$ cat config.mk
export PLATFORM = sky130hd
export DESIGN_NAME = eikonal_local_update
export DESIGN_NICKNAME = d
export VERILOG_FILES = /design/src/rtl/elu_pkg.sv /design/src/rtl/elu_root_step.sv /design/src/rtl/eikonal_local_update.sv
export SDC_FILE = /design/constraint.sdc
export NUM_CORES = 2
export LEC_CHECK = 0
export BUFFER_PORTS_ARGS = -buffer_cell sky130_fd_sc_hd__buf_2
export CAP_MARGIN = 20
export CORE_ASPECT_RATIO = 0.6
export CORE_MARGIN = 2
export CORE_UTILIZATION = 40
export CTS_BUF_LIST = sky130_fd_sc_hd__clkbuf_8
export DETAILED_ROUTE_END_ITERATION = 8
export MAX_ROUTING_LAYER = met4
export SYNTH_ARGS = -nofsm -noshare
export SYNTH_HDL_FRONTEND = slang
export SYNTH_SLANG_ARGS = --single-unit
$ cat constraint.sdc
create_clock -name clock -period 15.8 [get_ports clock]
set_input_delay 3.16 -clock clock [delete_from_list [all_inputs] [get_ports clock]]
set_output_delay 3.16 -clock clock [all_outputs]
set_load 0.02 [all_outputs]
$ cat src/rtl/elu_pkg.sv
// Shared types and constants for the eikonal local update pipeline.
// No dependencies; used by elu_root_step, eikonal_local_update and the testbench.
package elu_pkg;

   localparam int DIST_W = 24;
   localparam int COST_W = 16;

   // |a-b| only needs squaring when it is below 2*cost
   localparam int DIFF_W = COST_W + 1;
   localparam int SQ_W   = 2 * DIFF_W;

   // square root: two bit pairs per stage over a zero-padded radicand
   localparam int ROOT_W          = (SQ_W + 3) / 4 * 2;
   localparam int DISC_PAD_W      = 2 * ROOT_W;
   localparam int REM_W           = ROOT_W + 2;
   localparam int PAIRS_PER_STAGE = 2;
   localparam int ROOT_STAGES     = ROOT_W / PAIRS_PER_STAGE;
   localparam int PAIR_BITS       = 2 * PAIRS_PER_STAGE;

   // five front stages, the root stages, one output stage
   localparam int FRONT_STAGES = 5;
   localparam int NUM_STAGES   = FRONT_STAGES + ROOT_STAGES + 1;

   localparam logic [DIST_W-1:0] DIST_INF     = {DIST_W{1'b1}};
   localparam logic [DIST_W-1:0] DIST_MAX_FIN = DIST_INF - 1'b1;

   typedef struct packed {
      logic [REM_W-1:0]  rem;
      logic [ROOT_W-1:0] root;
   } root_state_type;

   typedef struct packed {
      logic              unreach;
      logic              use_one;
      logic [DIST_W-1:0] one_res;
      logic [DIST_W:0]   sum_ab;
   } side_type;

endpackage

$ cat src/rtl/elu_root_step.sv
// Two restoring square-root iterations on one partial remainder and root.
// Depends on elu_pkg.
module elu_root_step
   import elu_pkg::*;
(
   input  root_state_type         st_i,
   input  logic [PAIR_BITS-1:0]   pairs_i,
   output root_state_type         st_o
);

   always_comb begin
      logic [REM_W-1:0]  rem;
      logic [REM_W-1:0]  trial;
      logic [ROOT_W-1:0] root;
      rem  = st_i.rem;
      root = st_i.root;
      for (int j = 0; j < PAIRS_PER_STAGE; j++) begin
         rem   = {rem[REM_W-3:0], pairs_i[PAIR_BITS-1-2*j -: 2]};
         trial = {root, 2'b01};
         if (rem >= trial) begin
            rem  = rem - trial;
            root = {root[ROOT_W-2:0], 1'b1};
         end else begin
            root = {root[ROOT_W-2:0], 1'b0};
         end
      end
      st_o.rem  = rem;
      st_o.root = root;
   end

endmodule

$ cat src/rtl/eikonal_local_update.sv
// Top level: first-order 2-D eikonal local update, fully pipelined.
// Depends on elu_pkg and elu_root_step.
//
//   channel | direction | ports
//   req     | in        | req_valid, req_stall, req_dist_*, req_local_cost
//   rsp     | out       | rsp_valid, rsp_stall, rsp_new_distance, rsp_unreachable
//
// One item per cycle while rsp_stall is low; each item passes through the front stages,
// the square-root stages and the output stage.
// The square root produces two result bits per stage over nine stages.
// Reset clears only the stage valid bits.
// A stage loads when it is empty or the stage after it moves, so bubbles close up
// under rsp_stall; req_stall rises only when every stage holds an item.
module eikonal_local_update
   import elu_pkg::*;
(
   input  logic              clock,
   input  logic              reset,
   input  logic              req_valid,
   output logic              req_stall,
   input  logic [DIST_W-1:0] req_dist_left,
   input  logic [DIST_W-1:0] req_dist_right,
   input  logic [DIST_W-1:0] req_dist_up,
   input  logic [DIST_W-1:0] req_dist_down,
   input  logic [COST_W-1:0] req_local_cost,
   output logic              rsp_valid,
   input  logic              rsp_stall,
   output logic [DIST_W-1:0] rsp_new_distance,
   output logic              rsp_unreachable
);

   localparam int LAST = NUM_STAGES - 1;

   logic [NUM_STAGES-1:0] valid_ff, valid_in, adv;

   // stage 1: neighbor minima
   logic [DIST_W-1:0] a_ff, b_ff, a_in, b_in;
   logic [COST_W-1:0] c1_ff;
   // stage 2: difference, low side, sum
   logic [DIST_W-1:0] diff_ff, lo_ff, diff_in, lo_in;
   logic [DIST_W:0]   sum_ab_ff, sum_ab_in;
   logic              a_inf_ff, b_inf_ff;
   logic [COST_W-1:0] c2_ff;
   logic [DIST_W:0]   d_ab, d_ba;
   // stage 3: wide test, one-sided result
   logic [DIFF_W-1:0] diff3_ff;
   logic [COST_W-1:0] c3_ff;
   logic              wide3_ff, wide3_in, diffnz3_ff;
   side_type          side3_ff, side3_in;
   logic [DIST_W:0]   one_sum;
   // stage 4: squares
   logic [SQ_W-1:0]     dd_ff;
   logic [2*COST_W-1:0] cc_ff;
   logic                wide4_ff, diffnz4_ff;
   side_type            side4_ff;
   // stage 5: discriminant
   logic [SQ_W-1:0] disc_ff, disc_in, twocc;
   logic [SQ_W:0]   disc_sub;
   logic            neg;
   side_type        side5_ff, side5_in;
   // root stages
   root_state_type       rs_ff   [ROOT_STAGES];
   root_state_type       rs_in   [ROOT_STAGES];
   logic [DISC_PAD_W-1:0] rdisc_ff [ROOT_STAGES];
   side_type             rside_ff [ROOT_STAGES];
   root_state_type       root_init;
   // output stage
   logic [DIST_W+1:0] tot;
   logic [DIST_W-1:0] half_sat, dist_in;
   logic [DIST_W-1:0] rsp_new_distance_ff;
   logic              rsp_unreachable_ff;

   // stall chain
   always_comb begin
      adv[LAST] = !valid_ff[LAST] || !rsp_stall;
      for (int k = LAST - 1; k >= 0; k--) begin
         adv[k] = !valid_ff[k] || adv[k+1];
      end
      valid_in = {valid_ff[LAST-1:0], req_valid};
   end

   assign req_stall = !adv[0];

   always_ff @(posedge clock) begin
      if (reset) begin
         valid_ff <= '0;
      end else begin
         for (int k = 0; k < NUM_STAGES; k++) begin
            if (adv[k]) begin
               valid_ff[k] <= valid_in[k];
            end
         end
      end
   end

   // stage 1
   assign a_in = (req_dist_left < req_dist_right) ? req_dist_left : req_dist_right;
   assign b_in = (req_dist_up < req_dist_down) ? req_dist_up : req_dist_down;

   always_ff @(posedge clock) begin
      if (adv[0]) begin
         a_ff  <= a_in;
         b_ff  <= b_in;
         c1_ff <= req_local_cost;
      end
   end

   // stage 2
   assign d_ab      = {1'b0, a_ff} - {1'b0, b_ff};
   assign d_ba      = {1'b0, b_ff} - {1'b0, a_ff};
   assign diff_in   = d_ab[DIST_W] ? d_ba[DIST_W-1:0] : d_ab[DIST_W-1:0];
   assign lo_in     = d_ab[DIST_W] ? a_ff : b_ff;
   assign sum_ab_in = {1'b0, a_ff} + {1'b0, b_ff};

   always_ff @(posedge clock) begin
      if (adv[1]) begin
         diff_ff   <= diff_in;
         lo_ff     <= lo_in;
         sum_ab_ff <= sum_ab_in;
         a_inf_ff  <= (a_ff == DIST_INF);
         b_inf_ff  <= (b_ff == DIST_INF);
         c2_ff     <= c1_ff;
      end
   end

   // stage 3
   assign wide3_in = diff_ff >= {{(DIST_W-COST_W-1){1'b0}}, c2_ff, 1'b0};
   assign one_sum  = {1'b0, lo_ff} + {{(DIST_W-COST_W+1){1'b0}}, c2_ff};

   always_comb begin
      side3_in.unreach = a_inf_ff && b_inf_ff;
      side3_in.use_one = a_inf_ff || b_inf_ff;
      side3_in.one_res = (one_sum >= {1'b0, DIST_INF}) ? DIST_MAX_FIN
                                                        : one_sum[DIST_W-1:0];
      side3_in.sum_ab  = sum_ab_ff;
   end

   always_ff @(posedge clock) begin
      if (adv[2]) begin
         diff3_ff   <= diff_ff[DIFF_W-1:0];
         c3_ff      <= c2_ff;
         wide3_ff   <= wide3_in;
         diffnz3_ff <= (diff_ff != '0);
         side3_ff   <= side3_in;
      end
   end

   // stage 4
   always_ff @(posedge clock) begin
      if (adv[3]) begin
         dd_ff      <= diff3_ff * diff3_ff;
         cc_ff      <= c3_ff * c3_ff;
         wide4_ff   <= wide3_ff;
         diffnz4_ff <= diffnz3_ff;
         side4_ff   <= side3_ff;
      end
   end

   // stage 5
   assign twocc    = {{(SQ_W-2*COST_W-1){1'b0}}, cc_ff, 1'b0};
   assign disc_sub = {1'b0, twocc} - {1'b0, dd_ff};
   assign neg      = wide4_ff ? diffnz4_ff : disc_sub[SQ_W];
   assign disc_in  = (wide4_ff || disc_sub[SQ_W]) ? '0 : disc_sub[SQ_W-1:0];

   always_comb begin
      side5_in         = side4_ff;
      side5_in.use_one = side4_ff.use_one || neg;
   end

   always_ff @(posedge clock) begin
      if (adv[4]) begin
         disc_ff  <= disc_in;
         side5_ff <= side5_in;
      end
   end

   // square root stages
   assign root_init = '{rem: '0, root: '0};

   // stage-by-stage root iterations
   logic [DISC_PAD_W-1:0] disc_pad;
   assign disc_pad = {{(DISC_PAD_W-SQ_W){1'b0}}, disc_ff};

   for (genvar s = 0; s < ROOT_STAGES; s++) begin : g_rstep
      if (s == 0) begin : g_head
         elu_root_step u_step (
            .st_i    (root_init),
            .pairs_i (disc_pad[DISC_PAD_W-1 -: PAIR_BITS]),
            .st_o    (rs_in[s])
         );
         always_ff @(posedge clock) begin
            if (adv[FRONT_STAGES]) begin
               rs_ff[s]    <= rs_in[s];
               rdisc_ff[s] <= {disc_pad[DISC_PAD_W-PAIR_BITS-1:0], {PAIR_BITS{1'b0}}};
               rside_ff[s] <= side5_ff;
            end
         end
      end else begin : g_body
         elu_root_step u_step (
            .st_i    (rs_ff[s-1]),
            .pairs_i (rdisc_ff[s-1][DISC_PAD_W-1 -: PAIR_BITS]),
            .st_o    (rs_in[s])
         );
         always_ff @(posedge clock) begin
            if (adv[FRONT_STAGES+s]) begin
               rs_ff[s]    <= rs_in[s];
               rdisc_ff[s] <= {rdisc_ff[s-1][DISC_PAD_W-PAIR_BITS-1:0],
                               {PAIR_BITS{1'b0}}};
               rside_ff[s] <= rside_ff[s-1];
            end
         end
      end
   end

   // output stage
   assign tot = {1'b0, rside_ff[ROOT_STAGES-1].sum_ab}
              + {{(DIST_W+2-ROOT_W){1'b0}}, rs_ff[ROOT_STAGES-1].root};
   assign half_sat = (tot[DIST_W+1:1] >= {1'b0, DIST_INF}) ? DIST_MAX_FIN
                                                           : tot[DIST_W:1];

   always_comb begin
      if (rside_ff[ROOT_STAGES-1].unreach) begin
         dist_in = DIST_INF;
      end else if (rside_ff[ROOT_STAGES-1].use_one) begin
         dist_in = rside_ff[ROOT_STAGES-1].one_res;
      end else begin
         dist_in = half_sat;
      end
   end

   always_ff @(posedge clock) begin
      if (adv[LAST]) begin
         rsp_new_distance_ff <= dist_in;
         rsp_unreachable_ff  <= rside_ff[ROOT_STAGES-1].unreach;
      end
   end

   assign rsp_valid        = valid_ff[LAST];
   assign rsp_new_distance = rsp_new_distance_ff;
   assign rsp_unreachable  = rsp_unreachable_ff;

   // checks
   a_full_on_stall: assert property (@(posedge clock) disable iff (reset)
      req_stall |-> ((&valid_ff) && rsp_stall))
      else $error("input stalled while the pipeline has a free stage");

   a_unreach_inf: assert property (@(posedge clock) disable iff (reset)
      (rsp_valid && rsp_unreachable) |-> (rsp_new_distance == DIST_INF))
      else $error("unreachable item without the infinity code");

   a_finite_result: assert property (@(posedge clock) disable iff (reset)
      (rsp_valid && !rsp_unreachable) |-> (rsp_new_distance != DIST_INF))
      else $error("reachable item carries the infinity code");

   a_item_count: assert property (@(posedge clock) disable iff (reset)
      (!(req_valid && !req_stall) && !(rsp_valid && !rsp_stall))
      |=> ($countones(valid_ff) == $past($countones(valid_ff))))
      else $error("item lost or invented inside the pipeline");

endmodule

Word level (Yosys, flattened, before mapping)

Memory sizes are Yosys's and may differ from the RTL's.
Index checks and enable logic that the tools add are counted.
W data, S select, Z words.

Equal/unequal tests: 2
Add/subtract/negate cells: 23
Multiplexer cells: 59
Reductions and logical operators: 37
Magnitude comparators: 22
$mul: 2

Operators with widths:

| cell                   | number |
|---|---|
| $ge A20 B20 Y1         | 16 |
| $mux W20               | 9 |
| $sub A20 B20 Y20       | 8 |
| $mux W18               | 8 |
| $mux W24               | 6 |
| $sub A18 B18 Y18       | 8 |
| $ge A25 B24 Y1 const B | 2 |
| $eq A24 B24 Y1 const B | 2 |
| $lt A24 B24 Y1         | 2 |
| $mux W1                | 36 |
| $sub A33 B34 Y35       | 1 |
| $mul A17 B17 Y34       | 1 |
| $mul A16 B16 Y32       | 1 |
| $add A25 B18 Y26       | 1 |
| $add A24 B16 Y25       | 1 |
| $add A24 B24 Y25       | 1 |
| $sub A24 B24 Y25       | 1 |
| $ge A24 B17 Y1         | 1 |
| $reduce_bool A24 Y1    | 1 |
| $sub A24 B24 Y24       | 1 |
| $logic_or A1 B1 Y1     | 18 |
| $logic_not A1 Y1       | 17 |
| $sub A2 B1 Y3 const B  | 1 |
| $ge A2 B1 Y1 const B   | 1 |
| $logic_and A1 B1 Y1    | 1 |

Output and inout port bits: 27
Word-level logic and storage cells: 195
Memories kept: 3
Register bits after elaboration: 485
Input bits: 116
RAM bits: 1089

Memory list:

| memory   | depth | width | read ports | clocked after Yosys merged registers in | write ports | line                       | text |
|---|---|---|---|---|---|---|---|
| rside_ff | 9     | 51    | 9          | 0                                       | 9           | eikonal_local_update.sv:65 | `side_type rside_ff [ROOT_STAGES];` |
| rs_ff    | 9     | 38    | 9          | 0                                       | 9           | eikonal_local_update.sv:62 | `root_state_type rs_ff [ROOT_STAGES];` |
| rdisc_ff | 9     | 32    | 8          | 0                                       | 9           | eikonal_local_update.sv:64 | `logic [DISC_PAD_W-1:0] rdisc_ff [ROOT_STAGES];` |

Longest topological paths before layout

Depth in word-level cells: 17
Depth in mapped cells: 26
Gate-level depth less buffers: 25

Modules after synthesis

A second synthesis with hierarchy kept.

Cell total of the unflattened synthesis: 7972
Area total of the unflattened synthesis: 90947.2 um^2

By module, submodules not included:

| module               | area each (um^2) | seq. area each (um^2) | instances | cells each |
|---|---|---|---|---|
| eikonal_local_update | 68583.3          | 42040.3               | 1         | 4813 |
| elu_root_step        | 2484.9           | 0.0                   | 9         | 351 |

Least setup slack after synthesis

No wires, ideal clock.

Path kind: input to output
Start point: input port rsp_stall
End point: output port req_stall
Required time: 12.640 ns
Data arrival time: 11.736 ns
Buffers on the path: 1
Cell stages on the path: 12
Slack: 0.904 ns
Path through: and3_1 -> inv_1 -> nor2_1 -> and2_1 -> clkbuf_1 -> inv_1 -> nor2_1 -> and2_1 -> nand3_1 -> nor2_1 -> nand2_1 -> inv_1

Cells in the longest elaborated chain, start to end: 17

RTL lines:

| item                             | line                       | text |
|---|---|---|
| start: declaration               | eikonal_local_update.sv:27 | `input logic rsp_stall,` |
| $logic_not A1 Y1                 | eikonal_local_update.sv:75 | `adv[LAST] = !valid_ff[LAST] \|\| !rsp_stall;` |
| $logic_or A1 B1 Y1               | eikonal_local_update.sv:75 |  |
| $logic_or A1 B1 Y1               | eikonal_local_update.sv:77 | `adv[k] = !valid_ff[k] \|\| adv[k+1];` |
| named net adv[13]                | eikonal_local_update.sv:34 | `logic [NUM_STAGES-1:0] valid_ff, valid_in, adv;` |
| $logic_or A1 B1 Y1 (4 in series) | eikonal_local_update.sv:77 |  |
| named net adv[9]                 | eikonal_local_update.sv:34 |  |
| $logic_or A1 B1 Y1 (7 in series) | eikonal_local_update.sv:77 |  |
| named net adv[2]                 | eikonal_local_update.sv:34 |  |
| $logic_or A1 B1 Y1 (2 in series) | eikonal_local_update.sv:77 |  |
| $logic_not A1 Y1                 | eikonal_local_update.sv:82 | `assign req_stall = !adv[0];` |
| end: declaration                 | eikonal_local_update.sv:20 | `output logic req_stall,` |

The timed path passes the listed nets, and every way through them passes these cells.

Worst setup path after layout

Ends and elaborated chain as after synthesis.

==> summary.txt <==
Global routing
  – First-pass GRT wire length: 273000 microns
  – Initial antenna violation count: 16
  – Vias in the first global route: 46300
  – Largest net degree at the start of global routing: 80
  – Grt ovf: 0
  – Total GRT Usage: 18.9%

Critical path
  – Setup crit end: req_stall
  – Crit Path Max Fanout: 69
  – Critical path type: in -> out
  – Worst EP required: 12.64 ns
  – Critical Path Start Type: input pin
  – CP Data Arrival Time: 8.18 ns
  – Worst setup path startpoint: rsp_stall
  – R2R depth: 22
  – Worst flop-to-flop path endpoint: cc_ff[30]
  – Worst R2R Setup Slack: 8.32 ns
  – R2R Path Start: c3_ff[15]
  – Critical Path Sink Type: primary output

Timing
  – Fin crit period: 11.34 ns
  – RSZ-0062 raised after global routing: false
  – Setup-failing EPs final: 0
  – Setup TNS: 0 ns
  – Slew at the pin with the worst max-slew slack: 1.06 ns
  – Fmax: 88.2 MHz
  – Final Hold Viols: 0
  – Max-slew violations: 0
  – Fin crit share: 71.8%
  – Slew headroom: 28.6%
  – Worst Clk Skew: 0.0863 ns

Clocking
  – Worst-path clk slew: 0.06 ns
  – Hold_buf cts: 0
  – Post-CTS Setup Repair Bufs: 0
  – Clk sinks: 1293
  – CTS tree: built
  – Clk buf depth: 4
  – Clk_lat worst skew: 0.86 ns
  – Htree depth: 4
  – CTS buffer count: 185
  – Post-CTS sizing: 0
  – Root buf cell: clkbuf_8

Synthesis
  – Share of flip-flops with an asynchronous set or reset: 0%
  – Sequential area share after synthesis: 51.3%
  – Avg Cell Area, Syn: 12.1 sq um
  – Ys flop type: edfxtp_1
  – Most common library cells after synthesis: edfxtp_1, inv_1, ha_1
  – Synth area leader: edfxtp_1
  – Post-synth EDFFs: 1278
  – Netlist Area Pre-Place: 75400 sq um
  – YS warnings: 0
  – Top cell type's share of synthesized area: 50.9%
  – Syn Inst Count: 6254
  – Distinct cell type count after synthesis: 92
  – Count leader, synth: edfxtp_1
  – Syn_nets: 7311
  – Top cells by area, synth: edfxtp_1, fa_1, ha_1
  – Post-synthesis register bit count: 1293

Cells and area
  – Synth-to-layout area growth: 9.52%
  – Final #Nets: 7547
  – # fillers: 17100
  – Post-route design area: 82600 sq um
  – Seq. cell area: 38700 sq um
  – Layout cells sized above 1: 8.31%
  – Multi-input logic area: 33000 sq um

Routing
  – Initial DRC Count: 3916
  – WL final: 175000 microns
  – Final ANT Viol Nets: 0
  – Number of remaining DRC errors: 0
  – Pre-Repair DR Iteration Count: 5
  – Via density: 5.11
  – WL/cell: 19.2 microns
  – Via count: 46600

Floorplan
  – Die ar.: 192000 sq um
  – Overall die height: 340 microns
  – Row count: 123
  – Die width: 565 microns
  – Num ports: 143
  – Area of the core: 187000 sq um
  – Initial Utilization: 40.3%

Flow run
  – MaxCap Viol Count: 0

Placement
  – Placed instance area: 79000 sq um
  – PortBufs: 142
  – Routability cong.: 0.948
  – Placed wire-length estimate: 136000 microns

Run status
  – Status: finished clean

Min path
  – Hold Crit Class: reg -> reg
per-stage QoR:
step | util [%] | hold slack (ns) | cells | setup WS (ns)
2_1_floorplan | - | 0.400 | 6254 | 0.904
3_3_place_gp | 42.2 | 0.401 | 8797 | 4.35
3_5_place_dp | 42.2 | 0.405 | 8798 | 4.33
4_1_cts | 44.0 | 0.345 | 9122 | 4.31
5_1_grt | 44.1 | 0.345 | 9128 | 3.94
6_report | 44.1 | 0.363 | 9128 | 4.46
kinds of logic after synthesis:
kind of cell,count (synthesis),share of synthesized area [%]
xor gates and xnor gates,360,4.18
muxes,101,1.46
buffers and inverters,1018,5.10
other,1,0.00497
and+or+nand+nor,1421,9.33
AOI/OAI and AO/OA,1119,9.40
adders and majority gates,941,19.2
DFF,1293,51.3
worst min path at each step:
stage | startpoint | end | slack [ns] | cells past startpoint
2_1_floorplan | c1_ff[0] | c2_ff[0] | 0.40 | 0
3_3_place_gp | rdisc_ff[0][27] | rdisc_ff[0][63] | 0.40 | 0
3_5_place_dp | rdisc_ff[0][75] | rdisc_ff[0][111] | 0.40 | 0
4_1_cts | side4_ff[47] | side5_ff[47] | 0.35 | 0
5_1_grt | side4_ff[47] | side5_ff[47] | 0.34 | 0
6_report | side4_ff[40] | side5_ff[40] | 0.36 | 0
final cells by class:
type / instances / area share, %
inverter: 897 / 4.09
multi-input combinational: 3943 / 39.9
clock inverter: 134 / 0.982
tap: 2500 / 3.79
clock buffer: 190 / 3.17
antenna: 1 / 0.00303
sequential: 1293 / 46.8
timing repair buffer: 170 / 1.19
cells in the final DEF, fill, tap and decap left out, types with 39 or more instances in the layout:
master and instances:
a211oi_1 40, a21o_1 143, a21oi_1 380, and2_1 128, buf_2 142, clkbuf_8 190
clkinv_1 42, edfxtp_1 1278, fa_1 363, ha_1 578, inv_1 935, mux2_2 72
nand2_1 406, nand2b_1 52, nand3_1 56, nand4_1 68, nor2_1 335, nor2b_1 39
nor3_1 108, nor4_1 41, o21a_1 39, o21ai_0 214, o21bai_1 59, xnor2_1 249
xor2_1 111
worst max-delay path: stages:
cell,delay (ns)
buf_2,0.10
and3_1,0.38
inv_2,0.05
buf_4,0.36
nor2_1,0.34
and2_1,0.39
clkinv_2,0.52
nor2_1,0.51
and2_1,0.40
nand3_4,0.46
nor2_1,0.51
nand2_4,0.53
inv_1,0.21
buf_2,0.19
sequential cells by signal (all words and copies together), names as in the netlist, 16 cells and up:
name / flops
c3_ff: 16
side4_ff: 50
diff_ff: 24
cc_ff: 31
c2_ff: 16
lo_ff: 24
diff3_ff: 17
dd_ff: 33
rside_ff: 459
rdisc_ff: 144
c1_ff: 16
disc_ff: 34
side3_ff: 50
a_ff: 24
rsp_new_distance: 24
side5_ff: 51
sum_ab_ff: 24
b_ff: 24
rs_ff: 210
metal layers:
layer / global-route usage (%) / wire, microns / vias up
li1: - / - / 22500
met1: 29.4 / 90200 / 22500
met2: 25.5 / 69900 / 1387
met3: 2.99 / 11100 / 230
met4: 4.15 / 3700 / 0
met5: - / 0 / -
Power is not shown: default switching activity piles up to over one toggle a cycle in this logic, so the estimate is an artifact.
